`src/hw/rtl/drld_pkg.sv`:
```
// Shared types and codes for the data run list decoder.
// No dependencies; imported by drld_parser and data_run_list_decoder.
package drld_pkg;

  // Stop reason codes carried with each result word.
  localparam logic [1:0] STOP_ZERO_HDR = 2'd0;
  localparam logic [1:0] STOP_CLEAN    = 2'd1;
  localparam logic [1:0] STOP_CUT      = 2'd2;

  // One parser step's outcome.
  typedef struct packed {
    logic        produced;
    logic        run_valid;
    logic [63:0] run_cluster;
    logic [63:0] run_length;
    logic        list_done;
    logic [1:0]  stop_reason;
  } drld_res_t;

endpackage

```
`src/hw/rtl/drld_parser.sv`:
```
// Run list parser: phase tracking, field gathering, cluster accumulation.
// Depends on drld_pkg. Result is combinational from the current byte and state.
module drld_parser
  import drld_pkg::*;
(
  input  logic       clk_i,
  input  logic       rst_ni,
  input  logic       step_i,
  input  logic [7:0] byte_i,
  input  logic       last_i,
  output drld_res_t  res_o
);

  localparam logic [1:0] PH_HEADER = 2'd0;
  localparam logic [1:0] PH_LENGTH = 2'd1;
  localparam logic [1:0] PH_OFFSET = 2'd2;
  localparam logic [1:0] PH_DRAIN  = 2'd3;

  logic [1:0]  phase_q, phase_d;
  logic [3:0]  len_left_q, len_left_d;
  logic [3:0]  off_left_q, off_left_d;
  logic [3:0]  pos_q, pos_d;
  logic [3:0]  off_width_q, off_width_d;
  logic [63:0] len_acc_q, len_acc_d;
  logic [63:0] off_acc_q, off_acc_d;
  logic [63:0] cluster_q, cluster_d;

  // OR the byte into lane pos; lanes past eight are dropped.
  function automatic logic [63:0] gather(input logic [63:0] acc, input logic [3:0] pos,
                                         input logic [7:0] b);
    logic [63:0] r;
    r = acc;
    for (int j = 0; j < 8; j++) begin
      if (pos == 4'(j)) begin
        r[8*j +: 8] = r[8*j +: 8] | b;
      end
    end
    return r;
  endfunction

  // Sign extend a 1..7 byte offset; wider or empty fields pass as is.
  function automatic logic [63:0] sext(input logic [63:0] v, input logic [3:0] w);
    logic [63:0] r;
    logic        sgn;
    r   = v;
    sgn = 1'b0;
    for (int k = 1; k < 8; k++) begin
      if (w == 4'(k)) begin
        sgn = v[8*k-1];
      end
    end
    for (int j = 1; j < 8; j++) begin
      if (sgn && (4'(j) >= w)) begin
        r[8*j +: 8] = 8'hFF;
      end
    end
    return r;
  endfunction

  always_comb begin
    logic        finished;
    logic        end_list;
    logic [1:0]  end_phase;
    logic [63:0] sum;
    phase_d     = phase_q;
    len_left_d  = len_left_q;
    off_left_d  = off_left_q;
    pos_d       = pos_q;
    off_width_d = off_width_q;
    len_acc_d   = len_acc_q;
    off_acc_d   = off_acc_q;
    cluster_d   = cluster_q;
    finished    = 1'b0;
    end_list    = 1'b0;
    end_phase   = PH_HEADER;
    res_o       = '0;

    case (phase_q)
      PH_HEADER: begin
        if (byte_i == 8'h00) begin
          res_o.produced    = 1'b1;
          res_o.list_done   = 1'b1;
          res_o.stop_reason = STOP_ZERO_HDR;
          end_list          = 1'b1;
          end_phase         = last_i ? PH_HEADER : PH_DRAIN;
        end else if (last_i) begin
          res_o.produced    = 1'b1;
          res_o.list_done   = 1'b1;
          res_o.stop_reason = STOP_CUT;
          end_list          = 1'b1;
        end else begin
          len_left_d  = byte_i[3:0];
          off_left_d  = byte_i[7:4];
          off_width_d = byte_i[7:4];
          pos_d       = '0;
          len_acc_d   = '0;
          off_acc_d   = '0;
          phase_d     = (byte_i[3:0] != 4'd0) ? PH_LENGTH : PH_OFFSET;
        end
      end
      PH_LENGTH: begin
        len_acc_d  = gather(len_acc_q, pos_q, byte_i);
        len_left_d = len_left_q - 4'd1;
        pos_d      = pos_q + 4'd1;
        if (len_left_d == 4'd0) begin
          pos_d = '0;
          if (off_left_q == 4'd0) begin
            finished = 1'b1;
          end else begin
            phase_d = PH_OFFSET;
          end
        end
      end
      PH_OFFSET: begin
        off_acc_d  = gather(off_acc_q, pos_q, byte_i);
        off_left_d = off_left_q - 4'd1;
        pos_d      = pos_q + 4'd1;
        if (off_left_d == 4'd0) begin
          finished = 1'b1;
        end
      end
      default: begin
        // draining after a zero header, until the final byte
        if (last_i) begin
          end_list = 1'b1;
        end
      end
    endcase

    sum = cluster_q + sext(off_acc_d, off_width_q);
    if (finished) begin
      res_o.produced    = 1'b1;
      res_o.run_valid   = 1'b1;
      res_o.run_cluster = sum;
      res_o.run_length  = len_acc_d;
      res_o.list_done   = last_i;
      res_o.stop_reason = last_i ? STOP_CLEAN : STOP_ZERO_HDR;
      if (last_i) begin
        end_list = 1'b1;
      end else begin
        cluster_d = sum;
        phase_d   = PH_HEADER;
        pos_d     = '0;
      end
    end else if (last_i && (phase_q == PH_LENGTH || phase_q == PH_OFFSET)) begin
      res_o.produced    = 1'b1;
      res_o.list_done   = 1'b1;
      res_o.stop_reason = STOP_CUT;
      end_list          = 1'b1;
    end

    if (end_list) begin
      phase_d     = end_phase;
      len_left_d  = '0;
      off_left_d  = '0;
      pos_d       = '0;
      off_width_d = '0;
      len_acc_d   = '0;
      off_acc_d   = '0;
      cluster_d   = '0;
    end

    if (!step_i) begin
      res_o.produced = 1'b0;
    end
  end

  always_ff @(posedge clk_i or negedge rst_ni) begin
    if (!rst_ni) begin
      phase_q     <= PH_HEADER;
      len_left_q  <= '0;
      off_left_q  <= '0;
      pos_q       <= '0;
      off_width_q <= '0;
      len_acc_q   <= '0;
      off_acc_q   <= '0;
      cluster_q   <= '0;
    end else if (step_i) begin
      phase_q     <= phase_d;
      len_left_q  <= len_left_d;
      off_left_q  <= off_left_d;
      pos_q       <= pos_d;
      off_width_q <= off_width_d;
      len_acc_q   <= len_acc_d;
      off_acc_q   <= off_acc_d;
      cluster_q   <= cluster_d;
    end
  end

endmodule

```
`src/hw/rtl/data_run_list_decoder.sv`:
```
// Top level of the data run list decoder: input register, parser, result register.
// Depends on drld_pkg and drld_parser.
//
// Usage:
//   Slave side takes one run list byte per word: tdata[7:0] is the byte, tlast
//   marks the final byte of the list. Master side gives at most one word per
//   input byte: tdata carries the run's absolute start cluster and length,
//   tuser says whether a run is present and why the list stopped, tlast marks
//   the last word of the list.
//   Each nonzero header byte opens a run; its low nibble counts length bytes
//   and its high nibble signed offset bytes. The offset is added, mod 2^64, to the
//   running cluster, which restarts at zero for every new list.
//   Pipeline: a taken byte passes the input register and the result register,
//   two register stages with one 64-bit add between them.
//   Throughput: one byte per cycle, sustained, as long as the receiver takes
//   words; the held byte steps only when the result register is free or drains.
//   Stall: while the result register holds an untaken word, the held byte does
//   not step (even one that yields no word) and tready drops; the input
//   register and result register each hold one word, so nothing is lost.
//   Reset: parser returns to expecting a header with a zero running cluster;
//   both stages empty.
module data_run_list_decoder
  import drld_pkg::*;
(
  input  logic         clk_i,
  input  logic         rst_ni,
  // tdata: [7:0] data_byte; tlast: last_byte
  input  logic         s_axis_tvalid,
  output logic         s_axis_tready,
  input  logic [7:0]   s_axis_tdata,
  input  logic         s_axis_tlast,
  // tdata: [63:0] run_cluster, [127:64] run_length
  // tuser: [0] run_valid, [2:1] stop_reason; tlast: list_done
  output logic         m_axis_tvalid,
  input  logic         m_axis_tready,
  output logic [127:0] m_axis_tdata,
  output logic [2:0]   m_axis_tuser,
  output logic         m_axis_tlast
);

  // input register
  logic       in_valid_q;
  logic [7:0] in_byte_q;
  logic       in_last_q;

  // result register
  logic        out_valid_q;
  logic        out_run_valid_q;
  logic [63:0] out_cluster_q;
  logic [63:0] out_length_q;
  logic        out_done_q;
  logic [1:0]  out_reason_q;

  drld_res_t res;
  logic      step;
  logic      out_free;

  // The held byte may step when the result register can take a word.
  assign out_free      = !out_valid_q || m_axis_tready;
  assign step          = in_valid_q && out_free;
  assign s_axis_tready = !in_valid_q || step;

  always_ff @(posedge clk_i or negedge rst_ni) begin
    if (!rst_ni) begin
      in_valid_q <= 1'b0;
    end else if (s_axis_tready) begin
      in_valid_q <= s_axis_tvalid;
    end
  end

  always_ff @(posedge clk_i) begin
    if (s_axis_tready && s_axis_tvalid) begin
      in_byte_q <= s_axis_tdata;
      in_last_q <= s_axis_tlast;
    end
  end

  drld_parser u_parser (
    .clk_i  (clk_i),
    .rst_ni (rst_ni),
    .step_i (step),
    .byte_i (in_byte_q),
    .last_i (in_last_q),
    .res_o  (res)
  );

  always_ff @(posedge clk_i or negedge rst_ni) begin
    if (!rst_ni) begin
      out_valid_q <= 1'b0;
    end else if (res.produced) begin
      out_valid_q <= 1'b1;
    end else if (m_axis_tready) begin
      out_valid_q <= 1'b0;
    end
  end

  always_ff @(posedge clk_i) begin
    if (res.produced) begin
      out_run_valid_q <= res.run_valid;
      out_cluster_q   <= res.run_cluster;
      out_length_q    <= res.run_length;
      out_done_q      <= res.list_done;
      out_reason_q    <= res.stop_reason;
    end
  end

  assign m_axis_tvalid = out_valid_q;
  assign m_axis_tdata  = {out_length_q, out_cluster_q};
  assign m_axis_tuser  = {out_reason_q, out_run_valid_q};
  assign m_axis_tlast  = out_done_q;

  // A word with no run always closes the list.
  a_norun_done: assert property (@(posedge clk_i) disable iff (!rst_ni)
    (out_valid_q && !out_run_valid_q) |-> out_done_q)
    else $error("run-less word without list_done");

  // A run word reports a clean stop exactly when it ends the list.
  a_run_reason: assert property (@(posedge clk_i) disable iff (!rst_ni)
    (out_valid_q && out_run_valid_q) |->
      ((out_done_q && out_reason_q == STOP_CLEAN) ||
       (!out_done_q && out_reason_q == STOP_ZERO_HDR)))
    else $error("run word with inconsistent stop reason");

  // A run-less word carries zero cluster and length.
  a_norun_zero: assert property (@(posedge clk_i) disable iff (!rst_ni)
    (out_valid_q && !out_run_valid_q) |-> (out_cluster_q == '0 && out_length_q == '0))
    else $error("run-less word with nonzero payload");

  // The parser never produces while the result register is blocked.
  a_no_overwrite: assert property (@(posedge clk_i) disable iff (!rst_ni)
    (out_valid_q && !m_axis_tready) |-> !res.produced)
    else $error("result overwritten while stalled");

  // Backpressure only when a byte is held.
  a_ready_held: assert property (@(posedge clk_i) disable iff (!rst_ni)
    !s_axis_tready |-> in_valid_q)
    else $error("tready low with empty input register");

endmodule

```
`config.mk`:
```
export PLATFORM = sky130hd
export DESIGN_NAME = data_run_list_decoder
export DESIGN_NICKNAME = d
export VERILOG_FILES = /design/src/hw/rtl/drld_pkg.sv /design/src/hw/rtl/drld_parser.sv /design/src/hw/rtl/data_run_list_decoder.sv
export SDC_FILE = /design/constraint.sdc
export NUM_CORES = 1
export LEC_CHECK = 0
export ABC_CLOCK_PERIOD_IN_PS = 7900
export CORE_MARGIN = 10
export CORE_UTILIZATION = 52
export CTS_BUF_LIST = sky130_fd_sc_hd__clkbuf_4
export DETAILED_ROUTE_END_ITERATION = 8
export DONT_BUFFER_PORTS = 1
export GPL_TIMING_DRIVEN = 0
export PLACE_DENSITY_LB_ADDON = 0.3
export SKIP_CTS_REPAIR_TIMING = 1
export SLEW_MARGIN = 20
export SYNTH_ARGS = -nofsm -noshare
export SYNTH_HDL_FRONTEND = slang
export SYNTH_SLANG_ARGS = --single-unit
```
`constraint.sdc`:
```
create_clock -name clk_i -period 7.9 [get_ports clk_i]
set_input_delay 2.37 -clock clk_i [delete_from_list [all_inputs] [get_ports clk_i]]
set_output_delay 2.37 -clock clk_i [all_outputs]
set_load 0.02 [all_outputs]
```
==> results of run 1 <==
==> layout make-up <==
class / count / area, µm²
multi-input cells: 1432 / 8190
diodes: 4 / 10.0
well taps: 455 / 569
clock buffers: 140 / 1050
flip-flops and latches: 353 / 9540
clock inverters: 27 / 135
inverters: 27 / 101
repair buffers: 6 / 153
fillers: 3054 / 14400
plain buffers: 141 / 563
==> registers in the layout, indices dropped and copies added (netlist names) <==
register	cells
u_parser.off_left_q	4
out_reason_q	2
u_parser.phase_q	2
m_axis_tvalid	1
out_cluster_q	64
u_parser.len_acc_q	64
u_parser.pos_q	4
u_parser.off_width_q	4
in_last_q	1
in_valid_q	1
u_parser.cluster_q	64
u_parser.off_acc_q	64
out_length_q	64
m_axis_tlast	1
in_byte_q	8
out_run_valid_q	1
u_parser.len_left_q	4
==> logic make-up after synthesis <==
kind of cell             after synthesis  synth area share [%]
AO/OA/AOI/OAI                        668                  20.9
XOR/XNOR                              61                  2.95
adder cells (fa/ha/maj)               80                  5.49
buffers and inverters                168                  3.62
flip-flops                           353                  51.9
multiplexers                           2                 0.184
AND/OR/NAND/NOR                      621                  15.0
==> worst min-delay path, delay by kind of cell, from the launching register on <==
kind             cells  cell delay, ps
flip-flops           1             340
AND/OR/NAND/NOR      2             100
==> stage by stage <==
step	TNS, ps	total power [W]
after global routing	0	0.00694
after global placement	-102680	0.00485
final	0	0.00653
after CTS	0	0.00653
after detailed placement	0	0.00492
after floorplan	0	0.00418
==> cells in the final DEF (no fill, tap or decap), types with 26 or more instances in the layout <==
cell type  count
inv_1         26
xor2_1        28
nand2_1      158
clkbuf_4     140
a21o_1        38
nor2_1       308
ha_1          79
a21oi_1      338
nand3_1       28
xnor2_1       32
edfxtp_1     141
clkbuf_1     123
o21ai_0      162
dfrtp_1      212
==> metal layers <==
metal | up-vias | part of all wire [%] | track usage (%)
met2 | 678 | 47 | 37.5
met5 | - | 0.024 | 0
met3 | 102 | 8.2 | 5.95
met4 | 2 | 2.7 | 9.22
li1 | 7178 | - | -
met1 | 7480 | 42 | 31.6
==> worst paths after layout <==
kind / start / cells after the start / endpoint
setup / recovery: u_parser.phase_q[0] / 20 / out_cluster_q[63]
hold / removal: u_parser.off_acc_q[7] / 2 / u_parser.off_acc_q[7]
setup reg to reg: u_parser.phase_q[0] / 20 / out_cluster_q[63]
hold reg to reg: u_parser.off_acc_q[7] / 2 / u_parser.off_acc_q[7]
max in group asynchronous: rst_ni / 0 / u_parser.cluster_q[19]
min in group asynchronous: rst_ni / 0 / u_parser.cluster_q[54]
==> power groups by stage <==
stage / sequential [W] / clock [W] / combinational (W)
CTS: 0.00272 / 0.00163 / 0.00218
finish: 0.00271 / 0.00160 / 0.00222
detailed placement: 0.00275 / 0 / 0.00217
floorplan: 0.00270 / 0 / 0.00148
global placement: 0.00279 / 0 / 0.00205
global route: 0.00275 / 0.00174 / 0.00245
==> impl_metrics.toml, run 1 <==
[yosys]
synth_common_cells = "a21oi_1, nor2_1, dfrtp_1"
synth_cell_types = 79
synth_top_area_share_pct = 28.9
synth_area_mm2 = 0.0184
synth-warning-count = 0
synthTopCellsByArea = "dfrtp_1, edfxtp_1, a21oi_1, nor2_1, ha_1"
synthArstFlopShare_pct = 60.1
synth_top_cell_by_area = "dfrtp_1"
synthCells = 1953
syn-num-nets = 2046
synth.ff_latch_count = 353
synth-main-ff-cell = "dfrtp_1"
yosys.cell_count.top_type = "a21oi_1"
seq_area_frac_synth_pct = 51.9
synth-edff-count = 141
avgSynthCellArea_um2 = 9.41

[placed_design]
place_area_mm2 = 0.0191
gp_congestion = 0.929
dpl.hpwl_um = 38500
dp.cells = 2414
port_buffers = 0
post-place-ws_ps = 1760

[hold_path]
hold_class = "reg2reg"

[finish]
utilization_pct = 58.5
final_cells = 2585
nets = 2145
layout-drive-gt1-share_pct = 9.50
area_growth_pct = 10.6
layout.cell_area.non_filler_mm2 = 0.0203

[critical_path]
cpPeakStageDelay_ps = 720
critPathLaunchType = "flip-flop"
cp-end-kind = "flip-flop"
path_common_cell = "nor2_1"
rrSetupSlack_ps = 1500
critPathMaxFanout = 10
cp_slowest_cell = "nor3_2"
worstPathArrival_ps = 6930
path_delay_family = "compound AO/OA/AOI/OAI gates"
critical_path_class = "reg2reg"
crit_chain = "inv_1 > ha_1 > clkbuf_1 > nor3_2 > clkbuf_1 > nor2_1 > nand2_1 > o21ai_0 > ha_1 > buf_2 > nand2_1 > nor2_1 > a32oi_1 > a31oi_1 > a311oi_2 > o31ai_2 > a41oi_1 > a41oi_1 > xnor2_1 > nor2_1"
cp_num_buf_inv = 4
worstPathRequired_ps = 8430

[detailed_routing]
route.detailed.drc = 0
num_vias = 15400
ant_nets = 0
vias_per_cell = 5.97
wire_per_inst_um = 20.7
wl_um = 53500
drt_iter0_drc = 1579
firstDrtPassIters = 6

[global_route]
grt_pass1_vias = 14900
grt_pass1_wl_um = 83900
grt_antenna_before_repair = 5
grt_max_degree = 213
grt-ovfl-total = 0
gr-usage-all-layers_pct = 24.0

[floorplanning]
fp.dieW_um = 208
core_region_area_mm2 = 0.0347
io-pin-count = 147
die_h_um = 208
initial_core_util_pct = 52.9
die_area_mm2 = 0.0433
num_rows = 68

[pwr]
ir_worst_vdd_mv = 0.174
p_switching_w = 0.00274
comb_power_share_pct = 34.1
clock_power_share_pct = 24.4
pwr-share-seq_pct = 41.5
cellInternalPower_w = 0.00379
p_per_area_mw_per_mm2 = 321
switching_share_pct = 42.0
cellLeakagePower_nw = 8.56

[cts]
clk_latency_ps = 810
cts.clk_slew.worst_paths_ps = 60
cts_sinks = 353
cts_buffers = 91
clockBufferDepth = 3
root_buffer = "clkbuf_4"
cts_tree = "done"
htree_levels = 3

[sta]
hold_viol_final = 0
finalWorstPathRequiredPeriod_ps = 6400
skew_ps = 55.8
finalCritPeriodShare_pct = 81.0
worstMarginPinSlew_ps = 1140
rsz0062_at_grt = "no"
fmax_ghz = 0.156
whs_ps = 470
worst_slack_ps = 1500
setup-violations-final = 0
slew_viol_final = 0
relSlewSlack_pct = 24.2

[flow_run]
drv_cap = 0

[outcome]
outcome = "completed"
No activity file was read; power rests on OpenSTA's default activity.
==> run 2, diff against run 1 <==
ABC_AREA = 1   (was default)
ABC_CLOCK_PERIOD_IN_PS = 6400   (was 7900)
clock period = 6.4 ns   (was 7.9 ns; I/O delays follow)
==> impl_metrics.toml, run 2 <==
[outcome]
outcome = "completed"

[critical_path]
cpPeakStageDelay_ps = 870
crit_chain = "inv_1 > ha_1 > inv_2 > clkbuf_1 > clkbuf_1 > o21ai_0 > nand2_1 > nand2_1 > ha_1 > nand2_1 > nor2_1 > inv_1 > nor4_1 > nand3_1 > nand3_1 > a21oi_1 > xor2_1 > nor2_1"
critical_path_class = "reg2reg"
cp_slowest_cell = "nor4_1"
worstPathRequired_ps = 6950
critPathMaxFanout = 10
worstPathArrival_ps = 6130
path_common_cell = "nand2_1"
cp-end-kind = "flip-flop"
critPathLaunchType = "flip-flop"

[floorplanning]
core_region_area_mm2 = 0.0377
num_rows = 71
fp.dieW_um = 216
die_h_um = 216
initial_core_util_pct = 52.8
io-pin-count = 147
die_area_mm2 = 0.0465

[sta]
finalCritPeriodShare_pct = 87.2
rsz0062_at_grt = "no"
slew_viol_final = 0
skew_ps = 66.4
finalWorstPathRequiredPeriod_ps = 5580
setup-violations-final = 0
fmax_ghz = 0.179
hold_viol_final = 0
relSlewSlack_pct = 26.2
whs_ps = 488
worstMarginPinSlew_ps = 1100
worst_slack_ps = 816

[yosys]
seq_area_frac_synth_pct = 48.0
synth-main-ff-cell = "dfrtp_1"
synthArstFlopShare_pct = 60.1
yosys.cell_count.top_type = "nand2_1"
synth-edff-count = 141
avgSynthCellArea_um2 = 8.16
synth-warning-count = 0
synth_top_cell_by_area = "dfrtp_1"
synth_area_mm2 = 0.0199
synth_common_cells = "nand2_1, inv_1, nor2_1"
synth_cell_types = 57
syn-num-nets = 2530
synthCells = 2437
synth.ff_latch_count = 353
synthTopCellsByArea = "dfrtp_1, edfxtp_1, nand2_1, inv_1, nor2_1"
synth_top_area_share_pct = 26.7

[flow_run]
drv_cap = 0

[cts]
cts.clk_slew.worst_paths_ps = 60
root_buffer = "clkbuf_4"
clockBufferDepth = 3
cts_sinks = 353
cts_buffers = 92
clk_latency_ps = 830
htree_levels = 3
cts_tree = "done"

[global_route]
grt_max_degree = 213
grt_pass1_vias = 17400
grt_pass1_wl_um = 100000
grt_antenna_before_repair = 4
gr-usage-all-layers_pct = 27.7
grt-ovfl-total = 0

[finish]
layout.area.seq_mm2 = 0.00954
multiInputGateArea_mm2 = 0.00868
layout_commonest_cell = "nand2_1"
utilization_pct = 58.2
fill_cells = 3567
final_cells = 3122
layout-drive-gt1-share_pct = 10.4
layout_common_cells = "nand2_1, inv_1, nor2_1, dfrtp_1, o21ai_0"
area_growth_pct = 10.3
nets = 2630

[detailed_routing]
wire_per_inst_um = 21.0
drt_iter0_drc = 1919
wl_um = 65400
num_vias = 17900
ant_nets = 0
firstDrtPassIters = 8
route.detailed.drc = 0
vias_per_cell = 5.73

[placed_design]
port_buffers = 0
dpl.hpwl_um = 50100
dp.cells = 2954
gp_congestion = 0.996
post-place-ws_ps = 948

[pwr]
ir_worst_vdd_mv = 0.154
p_per_area_mw_per_mm2 = 377
cellLeakagePower_nw = 9.38

[hold_path]
hold_class = "reg2reg"
run 2: metrics by stage:
| step | instance area, µm² | power, W | setup TNS (ps) |
|---|---|---|---|
| after global routing | 21900 | 0.00870 | 0 |
| after detailed placement | 20700 | 0.00617 | 0 |
| after floorplan | 19900 | 0.00518 | 0 |
| after global placement | 20500 | 0.00606 | -176170 |
| after CTS | 21900 | 0.00823 | 0 |
| final | 21900 | 0.00826 | 0 |
run 2: kinds of logic after synthesis:
family,synth area share [%]
AND/OR/NAND/NOR,20.6
AO/OA/AOI/OAI,16.0
buffers and inverters,8.45
flip-flops,48.0
adder cells (fa/ha/maj),5.07
XOR/XNOR,1.89
run 2: path summary, 6_finish.rpt:
kind | cells past startpoint | from | slack (ps) | to
max | 18 | u_parser.phase_q[0] | 820 | out_cluster_q[56]
min | 2 | u_parser.cluster_q[61] | 490 | u_parser.cluster_q[61]
max reg2reg | 18 | u_parser.phase_q[0] | 820 | out_cluster_q[56]
min reg2reg | 2 | u_parser.cluster_q[61] | 490 | u_parser.cluster_q[61]
max in group asynchronous | 0 | rst_ni | 5130 | u_parser.len_acc_q[40]
min in group asynchronous | 0 | rst_ni | 820 | u_parser.cluster_q[11]
run 2: final cells by class:
cell class | instances | share of cell area, %
flip-flops and latches | 353 | 43.5
multi-input cells | 1667 | 39.6
inverters | 323 | 5.55
clock buffers | 144 | 4.93
well taps | 511 | 2.91
plain buffers | 94 | 2.12
repair buffers | 6 | 0.753
clock inverters | 21 | 0.650
diodes | 3 | 0.0342
run 2: per-layer routing:
metal	up-vias	global-route usage [%]	part of all wire, %
met2	809	45.3	47
met4	0	10.7	3.4
met5	-	0	0
met1	8542	35.7	42
li1	8379	-	-
met3	147	5.30	7.6
run 2: critical path, delay by kind of cell, from the launching register on:
kind                     cells  cell delay, ps
adder cells (fa/ha/maj)      2             660
flip-flops                   1             460
AND/OR/NAND/NOR              8            1950
AO/OA/AOI/OAI                2             380
buffers and inverters        5            1570
XOR/XNOR                     1             280
run 2: power by group:
| group | internal (W) | switching [W] |
|---|---|---|
| registers | 0.00278 | 0.000420 |
| logic | 0.000840 | 0.00216 |
| clock network | 0.00110 | 0.000964 |
